File: config.mk
export PLATFORM = sky130hd
export DESIGN_NAME = sorted_insert_priority_queue_unit_flat
export DESIGN_NICKNAME = d
export VERILOG_FILES = /design/src/spiq_pkg.sv /design/src/spiq_if.sv /design/src/spiq_cell.sv /design/src/sorted_insert_priority_queue_unit.sv /design/src/flat_wrapper.sv
export VERILOG_INCLUDE_DIRS = /design/src /design/src/src
export SDC_FILE = /design/constraint.sdc
export NUM_CORES = 2
export LEC_CHECK = 0
export BUFFER_PORTS_ARGS = -buffer_cell sky130_fd_sc_hd__buf_2
export CORE_ASPECT_RATIO = 1.4
export CORE_MARGIN = 2
export CORE_UTILIZATION = 39
export DETAILED_ROUTE_END_ITERATION = 8
export PLACE_DENSITY = 0.59
export SLEW_MARGIN = 0
export SYNTH_ARGS = -nofsm -noshare
export SYNTH_HDL_FRONTEND = slang
export SYNTH_SLANG_ARGS = --single-unit
File: constraint.sdc
create_clock -name clk -period 10.05 [get_ports clk]
set_input_delay 1.5075 -clock clk [delete_from_list [all_inputs] [get_ports clk]]
set_output_delay 1.5075 -clock clk [all_outputs]
set_load 0.03 [all_outputs]
File: src/sorted_insert_priority_queue_unit_assert.svh
// Assertion macros for the sorted-insert priority queue.
`ifndef SORTED_INSERT_PRIORITY_QUEUE_UNIT_ASSERT_SVH
`define SORTED_INSERT_PRIORITY_QUEUE_UNIT_ASSERT_SVH

// Check that cons holds in the same cycle as ante.
`define SPIQ_ASSERT_NOW(label, clk, rst_n, ante, cons, msg) \
    label: assert property (@(posedge clk) disable iff (!rst_n) (ante) |-> (cons)) \
        else $error(msg);

// Check that cons holds in the cycle after ante.
`define SPIQ_ASSERT_NEXT(label, clk, rst_n, ante, cons, msg) \
    label: assert property (@(posedge clk) disable iff (!rst_n) (ante) |=> (cons)) \
        else $error(msg);

`endif

File: src/spiq_pkg.sv
`timescale 1ns / 1ps

package spiq_pkg;

    // Default sizes
    localparam int CAPACITY_DEF      = 16;
    localparam int DATA_BITS_DEF     = 32;
    localparam int PRIORITY_BITS_DEF = 8;

    // Operation kinds
    localparam logic KIND_ENQ = 1'b0;
    localparam logic KIND_DEQ = 1'b1;

    // Result status codes
    localparam logic [1:0] ST_OK    = 2'd0;
    localparam logic [1:0] ST_FULL  = 2'd1;
    localparam logic [1:0] ST_EMPTY = 2'd2;

    // Order modes
    localparam logic MODE_LARGER_BETTER  = 1'b0;
    localparam logic MODE_SMALLER_BETTER = 1'b1;

    // Control broadcast to every cell in the chain
    typedef struct packed {
        logic enq;
        logic deq;
        logic mode;
    } cell_ctrl_t;

endpackage

File: src/spiq_if.sv
`timescale 1ns / 1ps

// Request channel: one operation word
interface spiq_req_if #(
    parameter int DATA_BITS     = 32,
    parameter int PRIORITY_BITS = 8
);
    logic                     valid;
    logic                     ready;
    logic                     kind;
    logic [DATA_BITS-1:0]     item_data;
    logic [PRIORITY_BITS-1:0] item_priority;

    modport source (output valid, kind, item_data, item_priority, input ready);
    modport sink   (input valid, kind, item_data, item_priority, output ready);
endinterface

// Response channel: one result word
interface spiq_rsp_if #(
    parameter int DATA_BITS = 32,
    parameter int OCC_BITS  = 5
);
    logic                 valid;
    logic                 ready;
    logic [1:0]           status;
    logic [DATA_BITS-1:0] out_data;
    logic [OCC_BITS-1:0]  occupancy;

    modport source (output valid, status, out_data, occupancy, input ready);
    modport sink   (input valid, status, out_data, occupancy, output ready);
endinterface

// Configuration channel: order mode write
interface spiq_cfg_if;
    logic valid;
    logic ready;
    logic order_mode;

    modport source (output valid, order_mode, input ready);
    modport sink   (input valid, order_mode, output ready);
endinterface

File: src/spiq_cell.sv
`timescale 1ns / 1ps

module spiq_cell #(
    parameter int DATA_BITS     = 32,
    parameter int PRIORITY_BITS = 8
) (
    input  logic                     clk,
    input  logic                     rst_n,
    input  spiq_pkg::cell_ctrl_t     ctrl,
    input  logic [DATA_BITS-1:0]     new_data,
    input  logic [PRIORITY_BITS-1:0] new_prio,
    input  logic                     hit_in,
    input  logic                     left_valid,
    input  logic [DATA_BITS-1:0]     left_data,
    input  logic [PRIORITY_BITS-1:0] left_prio,
    input  logic                     right_valid,
    input  logic [DATA_BITS-1:0]     right_data,
    input  logic [PRIORITY_BITS-1:0] right_prio,
    output logic                     valid,
    output logic [DATA_BITS-1:0]     data,
    output logic [PRIORITY_BITS-1:0] prio,
    output logic                     hit_out
);
    import spiq_pkg::*;

    logic                     valid_reg;
    logic                     valid_next;
    logic [DATA_BITS-1:0]     data_reg;
    logic [DATA_BITS-1:0]     data_next;
    logic [PRIORITY_BITS-1:0] prio_reg;
    logic [PRIORITY_BITS-1:0] prio_next;
    logic                     beats;
    logic                     take_new;

    // Compare the incoming priority against the one held here
    always_comb
    begin
        unique case (ctrl.mode)
            MODE_SMALLER_BETTER: beats = (new_prio <= prio_reg);
            default:             beats = (new_prio >= prio_reg);
        endcase
    end

    // An empty cell also ends the search: the new entry lands at the rear
    assign take_new = !hit_in && (!valid_reg || beats);
    assign hit_out  = hit_in || !valid_reg || beats;

    // Pick the next content: shift rear, shift front, load or hold
    always_comb
    begin
        priority if (ctrl.enq && hit_in)
        begin
            valid_next = left_valid;
            data_next  = left_data;
            prio_next  = left_prio;
        end
        else if (ctrl.enq && take_new)
        begin
            valid_next = 1'b1;
            data_next  = new_data;
            prio_next  = new_prio;
        end
        else if (ctrl.deq)
        begin
            valid_next = right_valid;
            data_next  = right_data;
            prio_next  = right_prio;
        end
        else
        begin
            valid_next = valid_reg;
            data_next  = data_reg;
            prio_next  = prio_reg;
        end
    end

    always_ff @(posedge clk or negedge rst_n)
    begin
        if (!rst_n)
        begin
            valid_reg <= 1'b0;
        end
        else
        begin
            valid_reg <= valid_next;
        end
    end

    // Payload needs no reset
    always_ff @(posedge clk)
    begin
        data_reg <= data_next;
        prio_reg <= prio_next;
    end

    assign valid = valid_reg;
    assign data  = data_reg;
    assign prio  = prio_reg;

endmodule

File: src/sorted_insert_priority_queue_unit.sv
`timescale 1ns / 1ps

// Sorted-insert priority queue built as a row of CAPACITY cells, best entry in
// cell 0. Every cell compares the incoming priority with its own in the same
// cycle, and a hit signal ripples down the row so that the first cell whose
// entry the new one equals or beats (or the first empty cell) loads it while
// all cells behind it shift one place to the rear; a dequeue shifts the whole
// row one place to the front. One request word is taken per clock cycle and
// its response word appears in the output register in the next cycle; a
// stalled response holds the request side only while the output register is
// full and not being drained. The ripple of the hit signal through the row
// sets the critical path. order_mode takes effect on the next enqueue and
// does not reorder stored entries.

`include "sorted_insert_priority_queue_unit_assert.svh"

module sorted_insert_priority_queue_unit #(
    parameter int CAPACITY      = spiq_pkg::CAPACITY_DEF,
    parameter int DATA_BITS     = spiq_pkg::DATA_BITS_DEF,
    parameter int PRIORITY_BITS = spiq_pkg::PRIORITY_BITS_DEF
) (
    input  logic       clk,
    input  logic       rst_n,
    spiq_req_if.sink   req,
    spiq_rsp_if.source rsp,
    spiq_cfg_if.sink   cfg
);
    import spiq_pkg::*;

    localparam int OCC_BITS = $clog2(CAPACITY + 1);

    logic                     mode_reg;
    logic [OCC_BITS-1:0]      count_reg;
    logic [OCC_BITS-1:0]      count_next;
    logic                     rsp_valid_reg;
    logic [1:0]               status_reg;
    logic [1:0]               status_next;
    logic [DATA_BITS-1:0]     rsp_data_reg;
    logic [DATA_BITS-1:0]     rsp_data_next;
    logic [OCC_BITS-1:0]      occ_reg;

    logic                     fire;
    logic                     full;
    logic                     empty;
    cell_ctrl_t               ctrl;

    logic [CAPACITY-1:0]      cell_valid;
    logic [DATA_BITS-1:0]     cell_data [CAPACITY];
    logic [PRIORITY_BITS-1:0] cell_prio [CAPACITY];
    logic [CAPACITY:0]        hit;
    logic                     valid_packed;

    // Configuration writes are always taken
    assign cfg.ready = 1'b1;

    always_ff @(posedge clk or negedge rst_n)
    begin
        if (!rst_n)
        begin
            mode_reg <= MODE_LARGER_BETTER;
        end
        else if (cfg.valid)
        begin
            mode_reg <= cfg.order_mode;
        end
    end

    // Accept a request whenever the output register is free or draining
    assign req.ready = !rsp_valid_reg || rsp.ready;
    assign fire      = req.valid && req.ready;
    assign full      = cell_valid[CAPACITY-1];
    assign empty     = !cell_valid[0];

    assign ctrl.enq  = fire && (req.kind == KIND_ENQ) && !full;
    assign ctrl.deq  = fire && (req.kind == KIND_DEQ) && !empty;
    assign ctrl.mode = mode_reg;

    // Cell row
    assign hit[0] = 1'b0;

    genvar i;
    generate
        for (i = 0; i < CAPACITY; i++)
        begin : g_cell
            logic                     lv;
            logic [DATA_BITS-1:0]     ld;
            logic [PRIORITY_BITS-1:0] lp;
            logic                     rv;
            logic [DATA_BITS-1:0]     rd;
            logic [PRIORITY_BITS-1:0] rp;

            if (i == 0)
            begin : g_front
                assign lv = 1'b0;
                assign ld = '0;
                assign lp = '0;
            end
            else
            begin : g_mid_l
                assign lv = cell_valid[i-1];
                assign ld = cell_data[i-1];
                assign lp = cell_prio[i-1];
            end

            if (i == CAPACITY - 1)
            begin : g_rear
                assign rv = 1'b0;
                assign rd = '0;
                assign rp = '0;
            end
            else
            begin : g_mid_r
                assign rv = cell_valid[i+1];
                assign rd = cell_data[i+1];
                assign rp = cell_prio[i+1];
            end

            spiq_cell #(
                .DATA_BITS     (DATA_BITS),
                .PRIORITY_BITS (PRIORITY_BITS)
            ) u_cell (
                .clk         (clk),
                .rst_n       (rst_n),
                .ctrl        (ctrl),
                .new_data    (req.item_data),
                .new_prio    (req.item_priority),
                .hit_in      (hit[i]),
                .left_valid  (lv),
                .left_data   (ld),
                .left_prio   (lp),
                .right_valid (rv),
                .right_data  (rd),
                .right_prio  (rp),
                .valid       (cell_valid[i]),
                .data        (cell_data[i]),
                .prio        (cell_prio[i]),
                .hit_out     (hit[i+1])
            );
        end
    endgenerate

    // Occupancy count
    always_comb
    begin
        priority if (ctrl.enq)
        begin
            count_next = count_reg + 1'b1;
        end
        else if (ctrl.deq)
        begin
            count_next = count_reg - 1'b1;
        end
        else
        begin
            count_next = count_reg;
        end
    end

    // Response word
    always_comb
    begin
        status_next   = ST_OK;
        rsp_data_next = '0;
        priority if (req.kind == KIND_ENQ && full)
        begin
            status_next = ST_FULL;
        end
        else if (req.kind == KIND_DEQ && empty)
        begin
            status_next = ST_EMPTY;
        end
        else if (req.kind == KIND_DEQ)
        begin
            rsp_data_next = cell_data[0];
        end
        else
        begin
            status_next = ST_OK;
        end
    end

    always_ff @(posedge clk or negedge rst_n)
    begin
        if (!rst_n)
        begin
            count_reg     <= '0;
            rsp_valid_reg <= 1'b0;
        end
        else
        begin
            count_reg <= count_next;
            if (fire)
            begin
                rsp_valid_reg <= 1'b1;
            end
            else if (rsp.ready)
            begin
                rsp_valid_reg <= 1'b0;
            end
        end
    end

    // Hold the response payload until a new word is taken
    always_ff @(posedge clk)
    begin
        if (fire)
        begin
            status_reg   <= status_next;
            rsp_data_reg <= rsp_data_next;
            occ_reg      <= count_next;
        end
    end

    assign rsp.valid     = rsp_valid_reg;
    assign rsp.status    = status_reg;
    assign rsp.out_data  = rsp_data_reg;
    assign rsp.occupancy = occ_reg;

    // Valid cells must form an unbroken run from the front
    assign valid_packed = ((cell_valid + 1'b1) & cell_valid) == '0;

    `SPIQ_ASSERT_NOW(a_count_matches, clk, rst_n, 1'b1,
        count_reg == OCC_BITS'($countones(cell_valid)), "count disagrees with cells")
    `SPIQ_ASSERT_NOW(a_valid_packed, clk, rst_n, 1'b1, valid_packed,
        "gap in the cell row")
    `SPIQ_ASSERT_NEXT(a_enq_grows, clk, rst_n, ctrl.enq,
        count_reg == $past(count_reg) + 1'b1, "enqueue did not add an entry")
    `SPIQ_ASSERT_NOW(a_full_occ, clk, rst_n, rsp.valid && rsp.status == ST_FULL,
        rsp.occupancy == OCC_BITS'(CAPACITY), "full status with room left")

endmodule
File: src/flat_wrapper.sv
// flat-port wrapper written by rule: the top's interface ports become plain ports
module sorted_insert_priority_queue_unit_flat import spiq_pkg::*;
#(
    parameter int CAPACITY      = spiq_pkg::CAPACITY_DEF,
    parameter int DATA_BITS     = spiq_pkg::DATA_BITS_DEF,
    parameter int PRIORITY_BITS = spiq_pkg::PRIORITY_BITS_DEF
)
  (clk, rst_n, req_valid, req_kind, req_item_data, req_item_priority, req_ready, rsp_valid, rsp_status, rsp_out_data, rsp_occupancy, rsp_ready, cfg_valid, cfg_order_mode, cfg_ready);
  spiq_req_if #(.DATA_BITS(DATA_BITS), .PRIORITY_BITS(PRIORITY_BITS)) req_i ();
  spiq_rsp_if #(.DATA_BITS(DATA_BITS)) rsp_i ();
  spiq_cfg_if cfg_i ();
  input  logic clk;
  input  logic rst_n;
  input wire logic [$bits(req_i.valid)-1:0] req_valid;
  input wire logic [$bits(req_i.kind)-1:0] req_kind;
  input wire logic [$bits(req_i.item_data)-1:0] req_item_data;
  input wire logic [$bits(req_i.item_priority)-1:0] req_item_priority;
  output wire logic [$bits(req_i.ready)-1:0] req_ready;
  output wire logic [$bits(rsp_i.valid)-1:0] rsp_valid;
  output wire logic [$bits(rsp_i.status)-1:0] rsp_status;
  output wire logic [$bits(rsp_i.out_data)-1:0] rsp_out_data;
  output wire logic [$bits(rsp_i.occupancy)-1:0] rsp_occupancy;
  input wire logic [$bits(rsp_i.ready)-1:0] rsp_ready;
  input wire logic [$bits(cfg_i.valid)-1:0] cfg_valid;
  input wire logic [$bits(cfg_i.order_mode)-1:0] cfg_order_mode;
  output wire logic [$bits(cfg_i.ready)-1:0] cfg_ready;
  assign req_i.valid = req_valid;
  assign req_i.kind = req_kind;
  assign req_i.item_data = req_item_data;
  assign req_i.item_priority = req_item_priority;
  assign req_ready = req_i.ready;
  assign rsp_valid = rsp_i.valid;
  assign rsp_status = rsp_i.status;
  assign rsp_out_data = rsp_i.out_data;
  assign rsp_occupancy = rsp_i.occupancy;
  assign rsp_i.ready = rsp_ready;
  assign cfg_i.valid = cfg_valid;
  assign cfg_i.order_mode = cfg_order_mode;
  assign cfg_ready = cfg_i.ready;
  sorted_insert_priority_queue_unit #(.CAPACITY(CAPACITY), .DATA_BITS(DATA_BITS), .PRIORITY_BITS(PRIORITY_BITS)) u_core (.clk(clk), .rst_n(rst_n), .req(req_i), .rsp(rsp_i), .cfg(cfg_i));
endmodule
==> run metrics <==
Post-Syn Area roughly 37000 µm²; final wirelength about 110000 µm; flip-flop count of the largest register, all copies and words added 512; max-slew headroom at the worst pin roughly 26%; setup repair after global routing missed its margin no; number of DRC violations after detailed-routing iteration 0 2724; io pins 89; Final Hold Viols 0; share of layout cells above drive strength 1 a little over a tenth; first-pass iteration count of the detailed router 6; commonest cells in the netlist edfxtp_1, nand2_1, nor2_1; share of the yosys chip area belonging to registers between 50% and 60%; number of design rule violations left after detail routing 0; count of unique library cells instantiated by Yosys just under 70; cell taking the most area after synthesis edfxtp_1; fraction of registers with async set or reset after synthesis 3.28%; root buffer cell clkbuf_16; number of port buffers 87; Synthesis Warnings 0; syn_nets ~3500; count of final setup violators 0; crit path kind in -> reg; vertical die dimension about 370 µm; maximum fanout count along the critical path 45; largest clock skew in the final design 31.9 ps; most common cell in the netlist edfxtp_1; routability-driven placement congestion ratio around 0.87; antenna viol nets, final 0; class of the tightest hold or removal check reg -> reg; mean instance size in the synthesized netlist about 11 µm²; maximum vdd drop roughly 0.00015 V; share of the clock period used by the worst path after layout between 60% and 70%; vias in the first global route between 20000 and 30000; number of clock buffers inserted by TritonCTS roughly 70; most used flip-flop cell after synthesis edfxtp_1; maxcap violations 0; cell count after synthesis 3357; Hold-fix buffers, CTS 0; run status finished clean; Area contributors post-synth edfxtp_1, mux2i_1, ha_1; Setup Total Neg Slack 0 ps; synthesized flop and latch total roughly 700; Area Overhead vs Synth 10.9%; pin count of the biggest net entering global routing 86; area of the core roughly 94000 µm²; arrival time at the worst endpoint around 7000 ps; effective utilization at floorplan 39.3%; Gates resized, CTS repair 0; via count 27371; overall power consumption ~9 mW; number of buffers between clock root and the deepest sink 3; final global-route overflow total 0; Leak Pwr about 16 nW; EDFF count, synth between 600 and 700; power per standard cell area about 220 nW/µm²; area after detailed placement about 38000 µm²; Achievable Freq ~160 MHz; share of Yosys cell area claimed by the top area cell type a little under three fifths; count of standard-cell rows 133; worst endpoint required time 10540 ps; die span in x ~260 µm; clock-pin slew on the worst setup and hold paths ~60 ps; kind of end point of the critical path flop; Min Clock Period, post-route between 6000 and 7000 ps; minimum hold slack 473 ps; total track usage 23.1%; net total in the final layout around 3500; slew of the pin with the lowest slew margin 1110 ps; CTS HTree Levels 3; global-route wire length before repair between 150000 and 200000 µm; Final HPWL DP about 67000 µm; Post-CTS Setup Inserts 0; final count of pins violating max slew 0; die outline area about 97000 µm²; FILL cells about 9000; CTS tree yes; worst skew pair latency roughly 670 ps; antenna violations before repair 7; post-DR wirelength/cell around 25 µm; number of vias per cell 5.97; final design instance area without fill ~40000 µm²; TritonCTS sink count 702; startpoint types input pin
==> report_power, final <==
group	switching (mW)	internal, mW
clock	1.23	1.59
combinational	1.35	0.678
sequential	0.333	4.01
==> worst paths after layout <==
check	startpoint	to	slack, ps	cells after the start
max	req_item_priority[0]	u_core.g_cell[11].u_cell.data[6]	3630	15
min	u_core.count_reg[4]	u_core.count_reg[4]	470	1
max reg2reg	u_core.g_cell[0].u_cell.prio[5]	u_core.g_cell[11].u_cell.data[6]	4870	14
min reg2reg	u_core.count_reg[4]	u_core.count_reg[4]	470	1
max in group asynchronous	rst_n	u_core.g_cell[4].u_cell.valid	8730	1
min in group asynchronous	rst_n	u_core.g_cell[7].u_cell.valid	880	1
==> metrics by stage <==
stage	setup WS, ps	cells	utilization [%]
after floorplan	3040	3357	-
after global routing	3300	4583	43.6
after CTS	3710	4581	43.5
after detailed placement	3050	4452	41.0
after global placement	3100	4452	41.0
final	3630	4583	43.6
==> cell families (layout without fill, tap and decap cells) <==
| logic type | Yosys count | in the layout | share of synthesized area, % |
|---|---|---|---|
| multiplexers | 277 | 277 | 7.64 |
| adder cells (fa/ha/maj) | 122 | 122 | 4.14 |
| AO/OA/AOI/OAI | 985 | 985 | 16.7 |
| flip-flops | 702 | 702 | 56.9 |
| buffers and inverters | 437 | 446 | 4.67 |
| other | 1 | 3 | 0.0102 |
| AND/OR/NAND/NOR | 821 | 821 | 9.68 |
| XOR/XNOR | 12 | 12 | 0.285 |
==> cells in the final DEF, fill, tap and decap left out, types with 41 or more instances in the layout <==
| master | Yosys | layout |
|---|---|---|
| edfxtp_1 | 679 | 679 |
| nand2_1 | 376 | 368 |
| nor2_1 | 262 | 255 |
| a21oi_1 | 252 | 251 |
| o21ai_0 | 256 | 249 |
| mux2i_1 | 244 | 244 |
| inv_1 | 163 | 162 |
| o22ai_1 | 162 | 162 |
| ha_1 | 122 | 122 |
| buf_2 | 26 | 87 |
| clkbuf_16 | 0 | 73 |
| buf_4 | 5 | 67 |
| a22oi_1 | 42 | 42 |
| a221o_1 | 42 | 42 |
| o22a_1 | 41 | 41 |
| o21a_1 | 41 | 41 |
==> per-layer routing <==
layer	up-vias	GRT usage, %	part of all wire, %
li1	12448	-	-
met1	13706	28.2	40
met2	985	40.4	50
met3	226	4.00	6.4
met4	6	9.78	3.9
met5	-	0	0.032
==> final cells by class <==
class	count	area, µm²	area share, %
antenna	2	5.00	0.0122
clock buffer	87	1900	4.65
clock inverter	42	484	1.18
inverter	163	612	1.50
multi-input combinational	2218	14500	35.4
sequential	702	21000	51.3
tap	1215	1520	3.72
timing repair buffer	154	938	2.30
==> worst max-delay path, stage by stage <==
cell       delay (ps)
buf_2             210
inv_1             630
ha_1              360
nand4_1            90
o21ai_1           110
or2_1             350
a2111oi_2         390
a22oi_2           130
buf_4             380
nor3_4            980
buf_4             570
and2_2            230
buf_4             560
o22ai_1           170
a21oi_1           200
Power figures use the tool's default switching activity.
